===== src/rtl/core/b64d_pkg.sv =====
`timescale 1ns / 1ps
`default_nettype none
package b64d_pkg;

  // Width of the per-message byte counter.
  localparam int CountWidth = 32;
  // Width of the limit compare: wide enough for the counter and the register.
  localparam int CapWidth   = (CountWidth > 32) ? CountWidth : 32;

  localparam int LimitWidth = 32;
  localparam int ByteCountW = 32;
  localparam int CharWidth  = 8;
  localparam int GroupWidth = 24;

  // Output tdata: data_byte, status_code, byte_count, zero fill to bytes.
  localparam int OutFieldsW = 8 + 2 + ByteCountW;
  localparam int OutDataW   = ((OutFieldsW + 7) / 8) * 8;

  localparam int FifoDepth  = 4;
  localparam int FifoPtrW   = $clog2(FifoDepth);
  localparam int FifoCntW   = $clog2(FifoDepth + 1);

  // Symbol classes beyond the 64 alphabet values.
  localparam logic [7:0] SymPad  = 8'd254;
  localparam logic [7:0] SymSkip = 8'd255;

  localparam logic KindData   = 1'b0;
  localparam logic KindStatus = 1'b1;

  typedef enum logic [1:0] {
    ST_OK       = 2'd0,
    ST_INVALID  = 2'd1,
    ST_OVERFLOW = 2'd2
  } status_e;

  localparam logic [CountWidth-1:0] CountMask = {CountWidth{1'b1}};
  localparam logic [CapWidth-1:0] LimitReset = CapWidth'({LimitWidth{1'b1}});
  localparam logic [CapWidth-1:0] MaskExt    = CapWidth'(CountMask);
  localparam logic [CapWidth-1:0] CapReset   =
    (LimitReset < MaskExt) ? LimitReset : MaskExt;

  // One queue entry: the results caused by one accepted character.
  typedef struct packed {
    logic [1:0]            nbytes;
    logic [GroupWidth-1:0] group;
    logic                  has_status;
    status_e               status;
    logic [ByteCountW-1:0] count;
  } entry_t;

  function automatic logic [7:0] classify(input logic [7:0] ch);
    logic [7:0] s;
    s = SymSkip;
    if (ch inside {[8'h41:8'h5A]}) begin
      s = ch - 8'h41;
    end else if (ch inside {[8'h61:8'h7A]}) begin
      s = ch - 8'h61 + 8'd26;
    end else if (ch inside {[8'h30:8'h39]}) begin
      s = ch - 8'h30 + 8'd52;
    end else if (ch == 8'h2B) begin
      s = 8'd62;
    end else if (ch == 8'h2F) begin
      s = 8'd63;
    end else if (ch == 8'h3D) begin
      s = SymPad;
    end
    return s;
  endfunction

endpackage
`default_nettype wire


===== src/rtl/core/b64d_front.sv =====
`timescale 1ns / 1ps
`default_nettype none
module b64d_front (
  input  wire logic                              clk_i,
  input  wire logic                              rst_ni,
  input  wire logic                              cfg_we_i,
  input  wire logic [b64d_pkg::LimitWidth-1:0]   cfg_wdata_i,
  input  wire logic                              accept_i,
  input  wire logic [b64d_pkg::CharWidth-1:0]    char_i,
  input  wire logic                              eom_i,
  output b64d_pkg::entry_t                       entry_o,
  output logic                                   push_o
);

  logic [b64d_pkg::CapWidth-1:0]   cap_q, cap_d, lim_ext;
  logic [b64d_pkg::GroupWidth-1:0] grp_q, grp_d, grp_shift;
  logic [1:0]                      cnt_q, cnt_d;
  logic [1:0]                      keep_q, keep_d, keep_n;
  logic [b64d_pkg::CountWidth-1:0] count_q, count_d, count_n;
  logic                            drain_q, drain_d;
  logic [7:0]                      sym;
  logic [5:0]                      val;
  logic                            err;
  b64d_pkg::status_e               err_code;
  logic                            ovf;
  logic [b64d_pkg::CapWidth-1:0]   cnt_ext, keep_ext;
  b64d_pkg::entry_t                ent;
  logic                            restart;

  // Limit register holds the effective bound: min(limit, counter range).
  always_comb begin
    lim_ext = b64d_pkg::CapWidth'(cfg_wdata_i);
    cap_d   = cap_q;
    if (cfg_we_i) begin
      cap_d = (lim_ext < b64d_pkg::MaskExt) ? lim_ext : b64d_pkg::MaskExt;
    end
  end

  always_comb begin
    sym       = b64d_pkg::classify(char_i);
    val       = sym[5:0];
    err       = 1'b0;
    err_code  = b64d_pkg::ST_INVALID;
    keep_n    = keep_q;
    grp_shift = grp_q;
    cnt_d     = cnt_q;
    grp_d     = grp_q;
    keep_d    = keep_q;
    count_n   = count_q;
    count_d   = count_q;
    drain_d   = drain_q;
    restart   = 1'b0;
    ent       = '0;
    cnt_ext   = b64d_pkg::CapWidth'(count_q);
    keep_ext  = '0;
    ovf       = 1'b0;

    if (accept_i) begin
      if (drain_q) begin
        restart = eom_i;
      end else begin
        if (sym != b64d_pkg::SymSkip) begin
          if (sym == b64d_pkg::SymPad) begin
            val = '0;
            if (keep_q == 2'd0) begin
              err = 1'b1;
            end else begin
              keep_n = keep_q - 2'd1;
            end
          end else if (keep_q != 2'd3) begin
            err = 1'b1;
          end
          if (!err) begin
            grp_shift = {grp_q[b64d_pkg::GroupWidth-7:0], val};
            keep_ext  = b64d_pkg::CapWidth'(keep_n);
            ovf       = (keep_ext > cap_q) || (cnt_ext > cap_q - keep_ext);
            keep_d    = keep_n;
            grp_d     = grp_shift;
            if (cnt_q == 2'd3) begin
              cnt_d = 2'd0;
              grp_d = '0;
              if (keep_n == 2'd0) begin
                err = 1'b1;
              end else if (ovf) begin
                err      = 1'b1;
                err_code = b64d_pkg::ST_OVERFLOW;
              end else begin
                ent.nbytes = keep_n;
                ent.group  = grp_shift;
                count_n    = count_q + b64d_pkg::CountWidth'(keep_n);
                count_d    = count_n;
              end
            end else begin
              cnt_d = cnt_q + 2'd1;
            end
          end
        end

        if (err) begin
          ent.nbytes     = 2'd0;
          ent.has_status = 1'b1;
          ent.status     = err_code;
          restart        = 1'b1;
        end else if (eom_i) begin
          ent.has_status = 1'b1;
          if (cnt_d != 2'd0) begin
            ent.status = b64d_pkg::ST_INVALID;
          end else begin
            ent.status = b64d_pkg::ST_OK;
            ent.count  = b64d_pkg::ByteCountW'(count_n);
          end
          restart = 1'b1;
        end
      end
    end

    if (restart) begin
      grp_d   = '0;
      cnt_d   = 2'd0;
      keep_d  = 2'd3;
      count_d = '0;
      drain_d = err && !eom_i;
    end
  end

  assign entry_o = ent;
  assign push_o  = accept_i && !drain_q && (ent.has_status || ent.nbytes != 2'd0);

  always_ff @(posedge clk_i or negedge rst_ni) begin
    if (!rst_ni) begin
      cap_q   <= b64d_pkg::CapReset;
      grp_q   <= '0;
      cnt_q   <= 2'd0;
      keep_q  <= 2'd3;
      count_q <= '0;
      drain_q <= 1'b0;
    end else begin
      cap_q   <= cap_d;
      grp_q   <= grp_d;
      cnt_q   <= cnt_d;
      keep_q  <= keep_d;
      count_q <= count_d;
      drain_q <= drain_d;
    end
  end

endmodule
`default_nettype wire


===== src/rtl/core/b64d_fifo.sv =====
`timescale 1ns / 1ps
`default_nettype none
module b64d_fifo (
  input  wire logic       clk_i,
  input  wire logic       rst_ni,
  input  wire logic       push_i,
  input  wire b64d_pkg::entry_t wdata_i,
  input  wire logic       pop_i,
  output b64d_pkg::entry_t rdata_o,
  output logic            full_o,
  output logic            empty_o
);

  b64d_pkg::entry_t mem_q [b64d_pkg::FifoDepth];
  logic [b64d_pkg::FifoPtrW-1:0] wr_q, wr_d, rd_q, rd_d;
  logic [b64d_pkg::FifoCntW-1:0] fill_q, fill_d;

  localparam logic [b64d_pkg::FifoPtrW-1:0] LastPtr =
    b64d_pkg::FifoPtrW'(b64d_pkg::FifoDepth - 1);
  localparam logic [b64d_pkg::FifoCntW-1:0] FullCnt =
    b64d_pkg::FifoCntW'(b64d_pkg::FifoDepth);

  assign full_o  = (fill_q == FullCnt);
  assign empty_o = (fill_q == '0);
  assign rdata_o = mem_q[rd_q];

  always_comb begin
    wr_d   = wr_q;
    rd_d   = rd_q;
    fill_d = fill_q;
    if (push_i) begin
      wr_d = (wr_q == LastPtr) ? '0 : wr_q + b64d_pkg::FifoPtrW'(1);
    end
    if (pop_i) begin
      rd_d = (rd_q == LastPtr) ? '0 : rd_q + b64d_pkg::FifoPtrW'(1);
    end
    if (push_i && !pop_i) begin
      fill_d = fill_q + b64d_pkg::FifoCntW'(1);
    end else if (pop_i && !push_i) begin
      fill_d = fill_q - b64d_pkg::FifoCntW'(1);
    end
  end

  always_ff @(posedge clk_i) begin
    if (push_i) begin
      mem_q[wr_q] <= wdata_i;
    end
  end

  always_ff @(posedge clk_i or negedge rst_ni) begin
    if (!rst_ni) begin
      wr_q   <= '0;
      rd_q   <= '0;
      fill_q <= '0;
    end else begin
      wr_q   <= wr_d;
      rd_q   <= rd_d;
      fill_q <= fill_d;
    end
  end

endmodule
`default_nettype wire


===== src/rtl/core/b64d_back.sv =====
`timescale 1ns / 1ps
`default_nettype none
module b64d_back (
  input  wire logic                            clk_i,
  input  wire logic                            rst_ni,
  input  wire b64d_pkg::entry_t                head_i,
  input  wire logic                            empty_i,
  output logic                                 pop_o,
  output logic                                 m_axis_tvalid_o,
  input  wire logic                            m_axis_tready_i,
  output logic [b64d_pkg::OutDataW-1:0]        m_axis_tdata_o,
  output logic                                 m_axis_tuser_o,
  output logic                                 m_axis_tlast_o
);

  logic                            load, take, is_byte, last_in_entry;
  logic [1:0]                      idx_q, idx_d;
  logic [7:0]                      byte_sel;
  logic                            valid_q, valid_d;
  logic                            kind_q;
  logic [7:0]                      byte_q;
  b64d_pkg::status_e               status_q;
  logic [b64d_pkg::ByteCountW-1:0] count_q;
  logic                            last_q;

  assign load = !valid_q || m_axis_tready_i;
  assign take = load && !empty_i;

  always_comb begin
    is_byte = (idx_q < head_i.nbytes);
    case (idx_q)
      2'd0:    byte_sel = head_i.group[23:16];
      2'd1:    byte_sel = head_i.group[15:8];
      default: byte_sel = head_i.group[7:0];
    endcase
    if (is_byte) begin
      last_in_entry = ({1'b0, idx_q} + 3'd1 == {1'b0, head_i.nbytes}) && !head_i.has_status;
    end else begin
      last_in_entry = 1'b1;
    end
    pop_o   = take && last_in_entry;
    idx_d   = idx_q;
    valid_d = valid_q;
    if (load) begin
      valid_d = !empty_i;
    end
    if (take) begin
      idx_d = last_in_entry ? 2'd0 : idx_q + 2'd1;
    end
  end

  // Output register: payload loads only with a new beat.
  always_ff @(posedge clk_i) begin
    if (take) begin
      kind_q   <= is_byte ? b64d_pkg::KindData : b64d_pkg::KindStatus;
      byte_q   <= is_byte ? byte_sel : 8'd0;
      status_q <= is_byte ? b64d_pkg::ST_OK : head_i.status;
      count_q  <= is_byte ? '0 : head_i.count;
      last_q   <= last_in_entry;
    end
  end

  always_ff @(posedge clk_i or negedge rst_ni) begin
    if (!rst_ni) begin
      valid_q <= 1'b0;
      idx_q   <= 2'd0;
    end else begin
      valid_q <= valid_d;
      idx_q   <= idx_d;
    end
  end

  assign m_axis_tvalid_o = valid_q;
  assign m_axis_tuser_o  = kind_q;
  assign m_axis_tlast_o  = last_q;
  assign m_axis_tdata_o  = b64d_pkg::OutDataW'({count_q, status_q, byte_q});

endmodule
`default_nettype wire


===== src/rtl/core/base64_stream_decoder.sv =====
// Path: a character's results are written into the queue when its beat is
// accepted, then loaded into the output register. Throughput: one character
// per cycle in while the queue is not full; one result per cycle out while
// m_axis_tready_i is high. A character can yield a burst of results; a
// four-entry queue between the decode front and the output stage absorbs them.
// Reset (rst_ni low, asynchronous): decoder state, queue and output clear;
// the output limit returns to all ones.
`timescale 1ns / 1ps
`default_nettype none
module base64_stream_decoder (
  input  wire logic                             clk_i,
  input  wire logic                             rst_ni,
  // Output limit register
  input  wire logic                             cfg_we_i,
  input  wire logic [b64d_pkg::LimitWidth-1:0]  cfg_wdata_i,
  // Character stream
  input  wire logic                             s_axis_tvalid_i,
  output logic                                  s_axis_tready_o,
  input  wire logic [b64d_pkg::CharWidth-1:0]   s_axis_tdata_i,  // [7:0] in_char
  input  wire logic                             s_axis_tlast_i,  // end_of_message
  // Result stream
  output logic                                  m_axis_tvalid_o,
  input  wire logic                             m_axis_tready_i,
  // [7:0] data_byte, [9:8] status_code, [41:10] byte_count, [47:42] zero
  output logic [b64d_pkg::OutDataW-1:0]         m_axis_tdata_o,
  output logic                                  m_axis_tuser_o,  // result_kind
  output logic                                  m_axis_tlast_o   // last_of_run
);

  logic             accept;
  logic             push, pop, full, empty;
  b64d_pkg::entry_t push_entry, head_entry;

  // Front side only stalls when the queue is full; a character that yields
  // nothing still needs a free slot so the check stays one flop deep.
  assign s_axis_tready_o = !full;
  assign accept          = s_axis_tvalid_i && !full;

  // Decode front: classify, pack the group, check pads and limit,
  // and turn each character into at most one queue entry.
  b64d_front u_front (
    .clk_i       (clk_i),
    .rst_ni      (rst_ni),
    .cfg_we_i    (cfg_we_i),
    .cfg_wdata_i (cfg_wdata_i),
    .accept_i    (accept),
    .char_i      (s_axis_tdata_i),
    .eom_i       (s_axis_tlast_i),
    .entry_o     (push_entry),
    .push_o      (push)
  );

  // Hold pending entries so the two sides stall independently.
  b64d_fifo u_fifo (
    .clk_i   (clk_i),
    .rst_ni  (rst_ni),
    .push_i  (push),
    .wdata_i (push_entry),
    .pop_i   (pop),
    .rdata_o (head_entry),
    .full_o  (full),
    .empty_o (empty)
  );

  // Output stage: unroll each entry into byte beats, then its status beat, if any.
  b64d_back u_back (
    .clk_i           (clk_i),
    .rst_ni          (rst_ni),
    .head_i          (head_entry),
    .empty_i         (empty),
    .pop_o           (pop),
    .m_axis_tvalid_o (m_axis_tvalid_o),
    .m_axis_tready_i (m_axis_tready_i),
    .m_axis_tdata_o  (m_axis_tdata_o),
    .m_axis_tuser_o  (m_axis_tuser_o),
    .m_axis_tlast_o  (m_axis_tlast_o)
  );

  // The front never writes into a full queue.
  a_no_overrun: assert property (@(posedge clk_i) disable iff (!rst_ni)
    push |-> !full)
    else $error("queue overrun");

  // A status beat always closes the run of its character.
  a_status_last: assert property (@(posedge clk_i) disable iff (!rst_ni)
    (m_axis_tvalid_o && m_axis_tuser_o == b64d_pkg::KindStatus) |-> m_axis_tlast_o)
    else $error("status beat without tlast");

  // A data beat carries no status and no count.
  a_data_clean: assert property (@(posedge clk_i) disable iff (!rst_ni)
    (m_axis_tvalid_o && m_axis_tuser_o == b64d_pkg::KindData)
      |-> (m_axis_tdata_o[b64d_pkg::OutDataW-1:8] == '0))
    else $error("data beat with status fields set");

  // Nothing is popped from an empty queue.
  a_no_underrun: assert property (@(posedge clk_i) disable iff (!rst_ni)
    pop |-> !empty)
    else $error("queue underrun");

endmodule
`default_nettype wire

===== config.mk =====
export PLATFORM = sky130hd
export DESIGN_NAME = base64_stream_decoder
export DESIGN_NICKNAME = d
export VERILOG_FILES = /design/src/rtl/core/b64d_pkg.sv /design/src/rtl/core/b64d_front.sv /design/src/rtl/core/b64d_fifo.sv /design/src/rtl/core/b64d_back.sv /design/src/rtl/core/base64_stream_decoder.sv
export SDC_FILE = /design/constraint.sdc
export NUM_CORES = 1
export LEC_CHECK = 0
export CORE_MARGIN = 8
export CORE_UTILIZATION = 40
export DETAILED_ROUTE_END_ITERATION = 12
export DONT_BUFFER_PORTS = 1
export PLACE_DENSITY_LB_ADDON = 0.1
export SLEW_MARGIN = 20
export SYNTH_ARGS = -nofsm -noshare
export SYNTH_HDL_FRONTEND = slang
export SYNTH_SLANG_ARGS = --single-unit

===== constraint.sdc =====
create_clock -name clk_i -period 7.9 [get_ports clk_i]
set_clock_uncertainty 0.15 [all_clocks]
set_input_delay 0.395 -clock clk_i [delete_from_list [all_inputs] [get_ports clk_i]]
set_output_delay 0.395 -clock clk_i [all_outputs]
set_load 0.005 [all_outputs]

Yosys cells after proc, flatten, opt, wreduce, memory -nomap -nowiden

Memory sizes are Yosys's and may differ from the RTL's.
Cells that the tools add are included.

Register bits: 141
RAM bits: 244
Input port bits: 46
Output and inout port bits: 52
Logic and storage cells: 177
Memories: 1

$add $sub $neg: 15
$lt $le $gt $ge: 10
Equal/unequal tests: 14
Mux-type cells: 87
Reductions and logical operators: 34

Memory list:

| memory       | depth | bits a word | read ports | clocked after memory_dff | write ports | line            | text |
|---|---|---|---|---|---|---|---|
| u_fifo.mem_q | 4     | 61          | 1          | 0                        | 1           | b64d_fifo.sv:14 | `b64d_pkg::entry_t mem_q [b64d_pkg::FifoDepth];` |

Operators with widths:

| operator                                                        | number |
|---|---|
| two-way mux 32 bit                                              | 11 |
| two-way mux 26 bit                                              | 5 |
| two-way mux 61 bit                                              | 2 |
| two-way mux 18 bit                                              | 6 |
| two-way mux 2 bit                                               | 27 |
| two-way mux 8 bit                                               | 5 |
| two-way mux 35 bit                                              | 1 |
| adder 32 x 2 -> 32 bit                                          | 1 |
| greater-than comparator 2 x 32 -> 1 bit                         | 1 |
| greater-than comparator 32 bit                                  | 1 |
| < comparator 32 bit (second input constant)                     | 1 |
| subtractor 32 x 2 -> 32 bit                                     | 1 |
| two-way mux 1 bit                                               | 25 |
| equality test 8 x 6 -> 1 bit (second input constant)            | 3 |
| >= comparator 8 x 7 -> 1 bit (second input constant)            | 2 |
| less-or-equal comparator 8 x 7 -> 1 bit (second input constant) | 2 |
| case mux 8 bit (2 select lines)                                 | 1 |
| subtractor 8 x 7 -> 8 bit (second input constant)               | 2 |
| logical AND 1 bit                                               | 12 |
| nonzero test 2 bit                                              | 5 |
| two-way mux 3 bit                                               | 3 |
| adder 2 x 1 -> 2 bit (second input constant)                    | 4 |
| adder 8 x 5 -> 8 bit (second input constant)                    | 1 |
| adder 8 x 6 -> 8 bit (second input constant)                    | 1 |
| 23 further kinds                                                | 37 |

Depth between registers and ports, before layout

Word-level depth: 32
Depth in mapped cells: 34
Gate-level depth less buffers: 33

Cells and area by module

A second synthesis with hierarchy kept.

Cells, all modules: 1278
Area, all modules: 18252.5 um^2

By module, submodules not included:

| module                | instances | cells an instance | area each (um^2) | sequential area each (um^2) |
|---|---|---|---|---|
| b64d_fifo             | 1         | 356               | 9290.2           | 7502.2 |
| b64d_front            | 1         | 775               | 6954.2           | 2219.6 |
| b64d_back             | 1         | 145               | 1998.2           | 1396.3 |
| base64_stream_decoder | 1         | 2                 | 10.0             | 0.0 |

Worst setup path before layout

Ideal clock, no wire load.

Kind: input-to-reg
From: input port s_axis_tdata_i[2] (netlist name)
To: memory u_fifo.mem_q[1][0] (netlist name), enable pin
Setup time: 0.425 ns
Data arrival time: 7.506 ns
Data required time: 7.325 ns
Setup slack: -0.181 ns
Stages: 25
Path buffers: 1
Path through: inv_1 -> ha_1 -> a21o_1 -> nor3b_1 -> o221a_2 -> nand3_1 -> o21ai_0 -> ha_1 -> a21o_1 -> or4_1 -> nor2b_1 -> nand2_1 -> or2_2 -> clkbuf_1 -> nor4b_1 -> xnor2_1 -> ha_1 -> nand4_1 -> nor3_1 -> nand4_1 -> a311oi_1 -> a21o_1 -> o21ai_0 -> a31oi_1 -> and2_1

Cells in the longest elaborated chain, start to end: 30
Elaborated cells between the ends (all ways): 59
Classes of those cells: add/sub (6); order compare (8); eq/ne (5); mux (32); reduce/logical (8)

RTL lines:

| what                                                              | line                        | text |
|---|---|---|
| start: declaration                                                | base64_stream_decoder.sv:19 | `input wire logic [b64d_pkg::CharWidth-1:0] s_axis_tdata_i,` |
| branches (longest 6 deep; another with subtractor 8 x 6 -> 8 bit) | --                          |  |
| two-way mux 8 bit (*)                                             | b64d_pkg.sv:54              | `if (ch inside {[8'h41:8'h5A]}) begin` |
| equality test 8 bit                                               | b64d_front.sv:63            | `if (sym == b64d_pkg::SymPad) begin` |
| two-way mux 2 bit                                                 | b64d_front.sv:63            |  |
| two-way mux 2 bit                                                 | b64d_front.sv:62            | `if (sym != b64d_pkg::SymSkip) begin` |
| two-way mux 2 bit                                                 | b64d_front.sv:59            | `if (drain_q) begin` |
| two-way mux 2 bit                                                 | b64d_front.sv:58            | `if (accept_i) begin` |
| subtractor 32 x 2 -> 32 bit                                       | b64d_front.sv:76            | `ovf = (keep_ext > cap_q) \|\| (cnt_ext > cap_q - keep_ext);` |
| [10 not listed]                                                   | --                          |  |
| two-way mux 61 bit (*)                                            | b64d_front.sv:59            |  |
| two-way mux 61 bit (*)                                            | b64d_front.sv:58            |  |
| nonzero test 2 bit                                                | b64d_front.sv:127           | `assign push_o = accept_i && !drain_q && (ent.has_status \|\| ent.nbytes != 2'd0);` |
| logical OR 1 bit (*)                                              | b64d_front.sv:127           |  |
| logical AND 1 bit (*)                                             | b64d_front.sv:127           |  |
| net push                                                          | base64_stream_decoder.sv:31 | `logic push, pop, full, empty;` |
| two-way mux 1 bit (*)                                             | b64d_fifo.sv:45             | `if (push_i) begin` |
| two-way mux 1 bit (not written as such) (*)                       | b64d_fifo.sv:46             | `mem_q[wr_q] <= wdata_i;` |
| end: declaration                                                  | b64d_fifo.sv:14             |  |

Mark *: on every way through the listed nets, which the timed path passes. The select of a mux whose other input is x is not followed.

Worst setup path after layout

From: input port s_axis_tdata_i[2] (netlist name)
To: register u_fifo.fill_q[2] (netlist name)

Cells in the longest elaborated chain, start to end: 31
Elaborated cells between the ends (all ways): 62
Classes of those cells: add/sub (6); order compare (8); eq/ne (5); mux (31); reduce/logical (12)

RTL lines:

| what                                                              | line                        | text |
|---|---|---|
| branches (longest 6 deep; another with subtractor 8 x 6 -> 8 bit) | --                          |  |
| two-way mux 8 bit (*)                                             | b64d_pkg.sv:54              |  |
| equality test 8 bit                                               | b64d_front.sv:63            |  |
| two-way mux 2 bit                                                 | b64d_front.sv:63            |  |
| two-way mux 2 bit                                                 | b64d_front.sv:62            |  |
| two-way mux 2 bit                                                 | b64d_front.sv:59            |  |
| two-way mux 2 bit                                                 | b64d_front.sv:58            |  |
| subtractor 32 x 2 -> 32 bit                                       | b64d_front.sv:76            |  |
| [11 not listed]                                                   | --                          |  |
| two-way mux 61 bit (*)                                            | b64d_front.sv:58            |  |
| nonzero test 2 bit                                                | b64d_front.sv:127           |  |
| logical OR 1 bit (*)                                              | b64d_front.sv:127           |  |
| logical AND 1 bit (*)                                             | b64d_front.sv:127           |  |
| net push                                                          | base64_stream_decoder.sv:31 |  |
| logical NOT 1 bit                                                 | b64d_fifo.sv:39             | `end else if (pop_i && !push_i) begin` |
| logical AND 1 bit                                                 | b64d_fifo.sv:39             |  |
| nonzero test 2 bit (no line)                                      | --                          |  |
| end signal: assignment                                            | b64d_fifo.sv:58             | `fill_q <= fill_d;` |
| end: declaration                                                  | b64d_fifo.sv:16             | `logic [b64d_pkg::FifoCntW-1:0] fill_q, fill_d;` |

Marks and branches as above.
A chain may end at the register's enable or synchronous reset.

==> results_dict.tcl <==
set metrics [dict create \
    placed_cells 1876 \
    via_per_inst 5.67 \
    drv_slew 0 \
    hold_violations 0 \
    fin_area_um2 20800 \
    ant_nets 0 \
    layout_commonest_cell "edfxtp_1" \
    critPathLaunchType "primary input" \
    synth_edf_count 288 \
    endpoint_kind "flop" \
    fin_crit_sh_pct 89.4 \
    grt_max_degree 98 \
    worst_slew_pin_slew_ns 1.15 \
    crit_required_ns 8.24 \
    peakVddDrop_mv 0.169 \
    start_util_pct 40.4 \
    synth-main-ff-cell "edfxtp_1" \
    rsz0062_at_grt "no" \
    synth_seq_cells 385 \
    fin_cells 1992 \
    synth.distinct_cells 81 \
    wl_mm 44.4 \
    slowest_stage "or4_1" \
    worstPathMaxFanout 8 \
    grt_pass1_vias 11400 \
    track_usage_pct 16.6 \
    min_path_type "in2reg" \
    synth_cells 1316 \
    vias 11300 \
    die_h_um 230 \
    root_buffer "clkbuf_16" \
    fmax_mhz 142 \
    clkTransAtPathRegs_ns 0.06 \
    core_um2 45200 \
    fin_setup_tns_ns 0 \
    numCtsBuffers 42 \
    p_per_area_nw_per_um2 300 \
    final_cell_mix "edfxtp_1 (288), nand2_1 (82), nor2_1 (66)" \
    dpl_worst_slack_ns 0.248 \
    synthArstFlopShare_pct 25.2 \
    antenna_cells 0 \
    cts_max_level 2 \
    max_cap_viol_count 0 \
    status "completed" \
    ys_seq_area_share_pct 60.9 \
    rows 78 \
    yosys_warnings 0 \
    nNetsFinal 1464 \
    gp_congestion 0.842 \
    setup_ws_ns 0.835 \
    io_buffers 0 \
    dpl.hpwl_mm 28.7 \
    die-area_um2 52800 \
    cts_tree "built" \
    numClockSinks 385 \
    die_x_um 230 \
    whs_path_depth 2 \
    drive_gt1_share_pct 18.0 \
    wl_per_cell_um 22.3 \
    leakage_nw 7.09 \
    drtIter0Drc 948 \
    fill_cells 3999 \
    period_needed_ns 7.07 \
    netlist_area_um2 18300 \
    worstSetupPathType "in2reg" \
    cpPeakStageDelay_ns 0.47 \
    clk_path_buf_depth 3 \
    route.detailed.drc 0 \
    overflow 0 \
    grt_pass1_wl_mm 69.1 \
    finalSetupViolCount 0 \
    area_delta_synth_final_pct 14.0 \
    placed_area_um2 19000 \
    io_pins 98 \
    rr_worst_depth 27 \
    critPathArrivalTime_ns 7.41 \
    antenna_found_initial 1 \
    clk_latency_ns 0.57 \
    slew-limit-headroom_pct 22.6 \
    first_pass_iters 5 \
    syn_avg_cell_area_um2 13.9 \
]
cell families after synthesis:
kind of cell / Yosys count / share of synthesized area [%]
buf+inv: 112 / 2.49
simple gates: 410 / 12.4
other cells: 1 / 0.0205
xor+xnor: 56 / 2.68
flops: 385 / 60.9
mux: 98 / 9.73
fa+ha+maj: 59 / 4.16
compound gates: 195 / 7.62
power breakdown:
part           internal, mW  leakage [nW]  switching, mW
Clock                  1.14         0.669          0.818
Combinational         0.630          2.59          0.773
Sequential             2.61          3.83          0.257
Total                  4.39          7.09           1.85
synthesized netlist by cell type, types with 4 or more instances:
| library cell | instances | area share (%) |
|---|---|---|
| edfxtp_1 | 288 | 47 |
| nand2_1 | 82 | 1.7 |
| nor2_1 | 67 | 1.4 |
| and2_1 | 63 | 2.2 |
| dfrtp_1 | 63 | 8.6 |
| mux4_2 | 60 | 7.4 |
| ha_1 | 56 | 3.8 |
| clkbuf_1 | 52 | 1.1 |
| nand4_1 | 49 | 1.7 |
| a21oi_1 | 40 | 1.1 |
| xnor2_1 | 38 | 1.8 |
| mux2_2 | 37 | 2.3 |
| inv_1 | 36 | 0.74 |
| dfstp_2 | 34 | 4.9 |
| nor4_1 | 29 | 0.99 |
| o21ai_0 | 26 | 0.71 |
| a31oi_1 | 24 | 0.82 |
| a41oi_1 | 21 | 1.0 |
| nor3_1 | 21 | 0.58 |
| nand3_1 | 18 | 0.49 |
| xor2_1 | 18 | 0.86 |
| or4_1 | 16 | 0.66 |
| buf_1 | 13 | 0.27 |
| a22o_1 | 12 | 0.58 |
| a22oi_1 | 11 | 0.45 |
| o211ai_1 | 11 | 0.45 |
| and3_1 | 10 | 0.34 |
| or3_1 | 10 | 0.34 |
| a21o_1 | 8 | 0.33 |
| nor4b_1 | 8 | 0.38 |
| buf_4 | 6 | 0.25 |
| and4_1 | 5 | 0.24 |
| nand2b_1 | 5 | 0.17 |
| buf_2 | 4 | 0.11 |
| nor2b_1 | 4 | 0.14 |
| o221ai_1 | 4 | 0.19 |
| or2_2 | 4 | 0.14 |
worst paths after layout:
kind                                       endpoint         startpoint  slack (ns)
worst max-delay path               u_fifo.fill_q[2]  s_axis_tdata_i[2]        0.83
worst min-delay path               u_front.grp_q[1]  s_axis_tdata_i[1]        0.03
worst max register to register     u_fifo.fill_q[2]  u_front.keep_q[1]        1.39
worst min register to register    u_front.grp_q[16]  u_front.grp_q[16]        0.34
max in group asynchronous            u_fifo.rd_q[0]             rst_ni        6.84
min in group asynchronous       u_front.cnt_ext[26]             rst_ni        0.23
metal layers:
layer / wire (um) / track usage (%) / vias to the layer above / share of wire, %
li1: - / - / 5224 / -
met2: 20100 / 25.8 / 331 / 45
met1: 20800 / 23.9 / 5682 / 47
met5: 0 / 0 / - / 0
met3: 2650 / 3.02 / 65 / 6.0
met4: 809 / 4.36 / 0 / 1.8
sequential cells by signal, indices dropped and copies added, names as in the netlist:
register and cells:
u_fifo.mem_q 244, u_back.count_q 32, u_front.cap_q 32, u_front.cnt_ext 32
u_front.grp_q 18, u_back.byte_q 8, u_fifo.fill_q 3, u_back.idx_q 2
u_back.status_q 2, u_fifo.rd_q 2, u_fifo.wr_q 2, u_front.cnt_q 2
u_front.keep_q 2, u_back.m_axis_tlast_o 1, u_back.m_axis_tuser_o 1, u_back.m_axis_tvalid_o 1
u_front.drain_q 1
final cells by class:
class / instances / area [um^2] / area share (%)
sequential: 385 / 11100 / 53.4
multi-input combinational: 824 / 6740 / 32.4
clock buffer: 53 / 1120 / 5.39
tap: 600 / 751 / 3.61
timing repair buffer: 70 / 701 / 3.37
clock inverter: 24 / 250 / 1.20
inverter: 36 / 135 / 0.649
worst max-delay path: cells and delay by family:
kind	cells	cell delay [ns]
xor+xnor	3	0.44
compound gates	8	1.65
simple gates	12	3.05
buf+inv	5	0.50
fa+ha+maj	5	1.38
stage by stage:
stage               hold slack (ns)  power (mW)  utilization (%)
floorplan                   -0.0506        3.84                -
global placement            -0.0406        4.32             42.1
detailed placement          -0.0416        4.33             42.1
CTS                         0.00671        6.35             46.1
global route                 0.0660        6.57             46.1
finish                       0.0321        6.24             46.1
repair_timing:
item                      CTS  global route
hold buffers               39             0
hold endpoints to repair  131             0
gates resized for setup     0             0
setup buffers               0             0
No activity file was read; power rests on OpenSTA's default activity.
